==> src/rtl/core/bpa_pkg.sv <==
`default_nettype none
package bpa_pkg;
	localparam int NUM_PAGES   = 65536;
	localparam int PAGE_BYTES  = 4096;
	localparam int MAX_RUN     = 1024;
	localparam int WORD_BITS   = 64;
	localparam int CHUNK_BITS  = 8;
	localparam int MAP_WORDS   = NUM_PAGES / WORD_BITS;
	localparam int PAGE_W      = $clog2(NUM_PAGES);
	localparam int LIMIT_W     = PAGE_W + 1;
	localparam int WADDR_W     = $clog2(MAP_WORDS);
	localparam int BIT_W       = $clog2(WORD_BITS);
	localparam int CHUNK_W     = $clog2(WORD_BITS / CHUNK_BITS);
	localparam int CSEL_W      = $clog2(CHUNK_BITS);
	localparam int PAGE_SHIFT  = $clog2(PAGE_BYTES);
	localparam int COUNT_W     = 17;
	localparam int N_W         = 11;
	localparam int ADDR_W      = 64;
	localparam logic [COUNT_W-1:0] COUNT_MAX = '1;

	typedef enum logic [1:0] {
		OP_ALLOC   = 2'd0,
		OP_FREE    = 2'd1,
		OP_RESERVE = 2'd2,
		OP_NONE    = 2'd3
	} op_t;

	typedef enum logic [1:0] {
		ST_OK      = 2'd0,
		ST_NOSPACE = 2'd1,
		ST_BAD     = 2'd2
	} status_t;

	localparam logic REG_MANAGED = 1'b0;
	localparam logic REG_OFFSET  = 1'b1;

	typedef struct packed {
		logic               found;
		logic [PAGE_W-1:0]  end_page;
		logic [N_W-1:0]     run;
	} scan_res_t;
endpackage
`default_nettype wire

==> src/rtl/core/bpa_scan.sv <==
`default_nettype none
module bpa_scan (
	input  wire logic [bpa_pkg::CHUNK_BITS-1:0] used,
	input  wire logic [bpa_pkg::LIMIT_W-1:0]    base,
	input  wire logic [bpa_pkg::LIMIT_W-1:0]    limit,
	input  wire logic [bpa_pkg::N_W-1:0]        count,
	input  wire logic [bpa_pkg::N_W-1:0]        run_in,
	output bpa_pkg::scan_res_t                  res
);
	import bpa_pkg::*;

	// run length walks across one chunk; stops at the first page that completes the run
	always_comb begin
		logic [LIMIT_W-1:0] pg;
		res.found    = 1'b0;
		res.end_page = '0;
		res.run      = run_in;
		for (int j = 0; j < CHUNK_BITS; j++) begin
			pg = base + LIMIT_W'(j);
			if (!res.found && pg < limit) begin
				if (used[j]) begin
					res.run = '0;
				end else begin
					res.run = res.run + N_W'(1);
					if (res.run == count) begin
						res.found    = 1'b1;
						res.end_page = pg[PAGE_W-1:0];
					end
				end
			end
		end
	end
endmodule
`default_nettype wire

==> config.mk <==
export PLATFORM = sky130hd
export DESIGN_NAME = bpa_scan
export DESIGN_NICKNAME = d
export VERILOG_FILES = /design/src/rtl/core/bpa_pkg.sv /design/src/rtl/core/bpa_scan.sv
export SDC_FILE = /design/constraint.sdc
export NUM_CORES = 1
export LEC_CHECK = 0
export ABC_CLOCK_PERIOD_IN_PS = 15280
export BUFFER_PORTS_ARGS = -buffer_cell sky130_fd_sc_hd__buf_2
export CORE_UTILIZATION = 40
export DETAILED_ROUTE_END_ITERATION = 8
export PLACE_DENSITY = 0.68
export SYNTH_ARGS = -nofsm -noshare
export SYNTH_HDL_FRONTEND = slang
export SYNTH_SLANG_ARGS = --single-unit
==> constraint.sdc <==
create_clock -name vclk -period 15.28
set_input_delay 0.764 -clock vclk [all_inputs]
set_output_delay 0.764 -clock vclk [all_outputs]
set_load 0.03 [all_outputs]
==> reports/qor_table.md <==
| Metric | Reported |
| --- | --- |
| Worst VDD drop | 23.3 uV |
| Number of nets still failing antenna checks after routing | 0 |
| Number of warnings reported in the yosys synthesis log | 0 |
| Design area | 13400 um^2 |
| Startpoint-to-endpoint class of the critical path | in2out |
| Minimum clock period after layout | 14.54 ns |
| Number of I/O port buffers | 92 |
| Cell area after synthesis | 12500 um^2 |
| Arrival @ worst endpoint | 13.78 ns |
| Min-Delay Path Class | in2out |
| Final clock period utilization by the worst path | 0.952 |
| Finished Layout Cells | 2238 |
| Total instance count after detailed placement | 2230 |
| Slowest stage delay, CP | 0.70 ns |
| Routed wire length | 49300 um |
| NumNets Final | 2047 |
| Post-synthesis area per instance | 6.86 um^2 |
| Via count of the first global-routing pass | 13600 |
| Leakage power total | 5.54 nW |
| Number of endpoints failing setup at the final stage | 0 |
| DIE WIDTH | 179 um |
| Number of I/O pins | 92 |
| Count of buffer and inverter cells on the critical path | 7 |
| Seq Cell Count | 0 |
| Via Count | 15000 |
| Placed instance area | 13200 um^2 |
| Detail-routed net length per standard cell | 22.0 um |
| Sequential cell area | 0 um^2 |
| Area of the placeable core | 30700 um^2 |
| Type of element launching the critical path | input port |
| Kind of end point of the critical path | output port |
| Placer Congestion | 1.01 |
| Final cell utilization of the core | 0.436 |
| First DRT Iteration DRCs | 1601 |
| HPWL after DPL | 39100 um |
| Post-synth net total | 2031 |
| Worst path top cell family by delay | compound AO/OA/AOI/OAI gates |
| Post-synth cell types | 116 |
| Result of the run | finished clean |
| Total power density per cell area | 42.6 nW/um^2 |
| Remaining global-route overflow | 0 |
| Hold_sp | used[7] |
| Max-Slew Margin vs Limit | 0.258 |
| Site Rows | 64 |
| Crit path max-delay cell type | sky130_fd_sc_hd__a2111oi_1 |
| Number of DRC violations after detailed routing | 0 |
| Max-slew violation total from the final report | 0 |
| Final-layout fill cell count | 3178 |
| Count of maximum capacitance violations | 0 |
| Post-CTS Hold Buffers | 0 |
| Clock buf count | 0 |
| Transition time at the pin with the least slew margin | 1.10 ns |
| Per-cell via count in the routed design | 6.69 |
| Floorplan die height | 179 um |
| Fraction of layout cells with a size suffix above 1 | 0.117 |
| Initial antenna violation count | 2 |
| Proportion of synthesized chip area in sequential cells | 0 |
| First-pass GRT wire length | 77100 um |
| Launching element of the worst setup path | base[3] |
| Number of hold violations in the final report | 0 |
| Setup slack after placement | -0.0521 ns |
| Synth Instances | 1826 |
| Area of the die | 32000 um^2 |
| Maximum fanout along the worst path | 20 |
| GRT Util Overall | 0.302 |
| Synth-to-layout area growth | 6.67% |
| RSZ-0062 raised after global routing | no |
| Data required time of the worst path | 14.52 ns |
| Maximum number of pins on one net before global-route repair | 26 |
| Starting utilization of the core area | 0.408 |
| DRT Pass-1 Iters | 7 |
| Worst Setup Slack, final | 0.740 ns |
| Peak clock frequency supported by timing | 0.0688 GHz |
==> metal layers <==
metal | track usage | share of wire | vias to the layer above | routed length (um)
li1 | - | - | 6973 | -
met1 | 0.431 | 0.45 | 7078 | 22100
met2 | 0.479 | 0.43 | 819 | 21200
met3 | 0.0312 | 0.092 | 99 | 4520
met4 | 0.0780 | 0.029 | 0 | 1440
met5 | 0 | 0 | - | 0
==> power by group <==
group          leakage [nW]    total (mW)  internal, mW  switching, mW
clock             0.0000127  0.0000000175  0.0000000175              0
combinational          5.54         0.569         0.205          0.364
sequential                0             0             0              0
==> stage by stage <==
step / hold WS (ns) / power, mW / setup TNS (ns)
after CTS: 2.01 / 0.548 / 0
after floorplan: 1.88 / 0.410 / 0
after detailed placement: 2.02 / 0.544 / -0.0521
final: 2.03 / 0.569 / 0
after global placement: 2.01 / 0.538 / -0.254
after global routing: 2.03 / 0.619 / 0
==> final timing paths <==
kind                  endpoint  cells after the start  slack, ns
worst max-delay path   res[11]                     49       0.74
worst min-delay path   res[10]                      3       2.03
==> area by class of cell <==
| type | count | area, um^2 | area share |
|---|---|---|---|
| multi-input cells | 1647 | 11900 | 0.890 |
| diodes | 2 | 5.00 | 0.000375 |
| inverters | 68 | 255 | 0.0191 |
| well taps | 396 | 495 | 0.0371 |
| repair buffers | 125 | 708 | 0.0530 |
==> tightest hold or removal path, delay by kind of cell <==
| family | cells | cell delay, ns |
|---|---|---|
| buffers and inverters | 2 | 0.40 |
| AO/OA/AOI/OAI | 1 | 0.11 |
==> cell usage after synthesis (12+ instances only) <==
| library cell | n | share of area |
|---|---|---|
| sky130_fd_sc_hd__o22ai_1 | 15 | 0.0075 |
| sky130_fd_sc_hd__nor3_1 | 73 | 0.029 |
| sky130_fd_sc_hd__a21o_1 | 41 | 0.025 |
| sky130_fd_sc_hd__nor4_1 | 31 | 0.015 |
| sky130_fd_sc_hd__mux2i_1 | 23 | 0.018 |
| sky130_fd_sc_hd__or3_1 | 15 | 0.0075 |
| sky130_fd_sc_hd__a221oi_1 | 12 | 0.0084 |
| sky130_fd_sc_hd__nand3_1 | 69 | 0.028 |
| sky130_fd_sc_hd__nand4_1 | 34 | 0.017 |
| sky130_fd_sc_hd__xor2_1 | 79 | 0.055 |
| sky130_fd_sc_hd__a211o_1 | 13 | 0.0091 |
| sky130_fd_sc_hd__o21a_1 | 31 | 0.019 |
| sky130_fd_sc_hd__a31oi_1 | 28 | 0.014 |
| sky130_fd_sc_hd__xnor2_1 | 102 | 0.071 |
| sky130_fd_sc_hd__nor2_1 | 155 | 0.046 |
| sky130_fd_sc_hd__a211oi_1 | 17 | 0.010 |
| sky130_fd_sc_hd__nand2_1 | 156 | 0.047 |
| sky130_fd_sc_hd__and3_1 | 27 | 0.013 |
| sky130_fd_sc_hd__a21oi_1 | 113 | 0.045 |
| sky130_fd_sc_hd__or2_2 | 14 | 0.0070 |
| sky130_fd_sc_hd__o211ai_1 | 18 | 0.011 |
| sky130_fd_sc_hd__o21ai_0 | 73 | 0.029 |
| sky130_fd_sc_hd__mux2_2 | 14 | 0.013 |
| sky130_fd_sc_hd__nand2b_1 | 29 | 0.014 |
| sky130_fd_sc_hd__clkbuf_1 | 73 | 0.022 |
| sky130_fd_sc_hd__ha_1 | 141 | 0.14 |
| sky130_fd_sc_hd__and2_1 | 20 | 0.010 |
| sky130_fd_sc_hd__and4_1 | 13 | 0.0091 |
| sky130_fd_sc_hd__buf_2 | 26 | 0.010 |
| sky130_fd_sc_hd__inv_1 | 64 | 0.019 |
| sky130_fd_sc_hd__nor2b_1 | 15 | 0.0075 |
| sky130_fd_sc_hd__o2111ai_1 | 15 | 0.010 |
==> cell families after synthesis <==
| family | synth area share |
|---|---|
| simple gates | 0.303 |
| compound gates | 0.325 |
| xor+xnor | 0.141 |
| buf+inv | 0.0574 |
| fa+ha+maj | 0.141 |
| mux | 0.0331 |
==> placed cells by master (no fill, tap or decap), types with 17 or more instances in the layout <==
master                       n
sky130_fd_sc_hd__ha_1      139
sky130_fd_sc_hd__nand2b_1   29
sky130_fd_sc_hd__a211oi_1   17
sky130_fd_sc_hd__a31oi_1    28
sky130_fd_sc_hd__buf_2      92
sky130_fd_sc_hd__xnor2_1   102
sky130_fd_sc_hd__xor2_1     79
sky130_fd_sc_hd__nor2_1    154
sky130_fd_sc_hd__nand3_1    69
sky130_fd_sc_hd__o21ai_0    73
sky130_fd_sc_hd__o21a_1     31
sky130_fd_sc_hd__nand4_1    34
sky130_fd_sc_hd__buf_4      33
sky130_fd_sc_hd__nor4_1     29
sky130_fd_sc_hd__inv_1      64
sky130_fd_sc_hd__o211ai_1   18
sky130_fd_sc_hd__and2_1     20
sky130_fd_sc_hd__mux2i_1    23
sky130_fd_sc_hd__a21o_1     41
sky130_fd_sc_hd__nand2_1   156
sky130_fd_sc_hd__and3_1     27
sky130_fd_sc_hd__nor3_1     73
sky130_fd_sc_hd__a21oi_1   111
==> repair_timing <==
| action | in CTS | in global routing |
|---|---|---|
| gates resized for setup | 1 | 15 |
| pin swaps | 0 | 2 |
| endpoints found under the setup margin | 10 | 28 |
| setup buffers | 0 | 6 |
No activity file was read; power rests on OpenSTA's default activity.
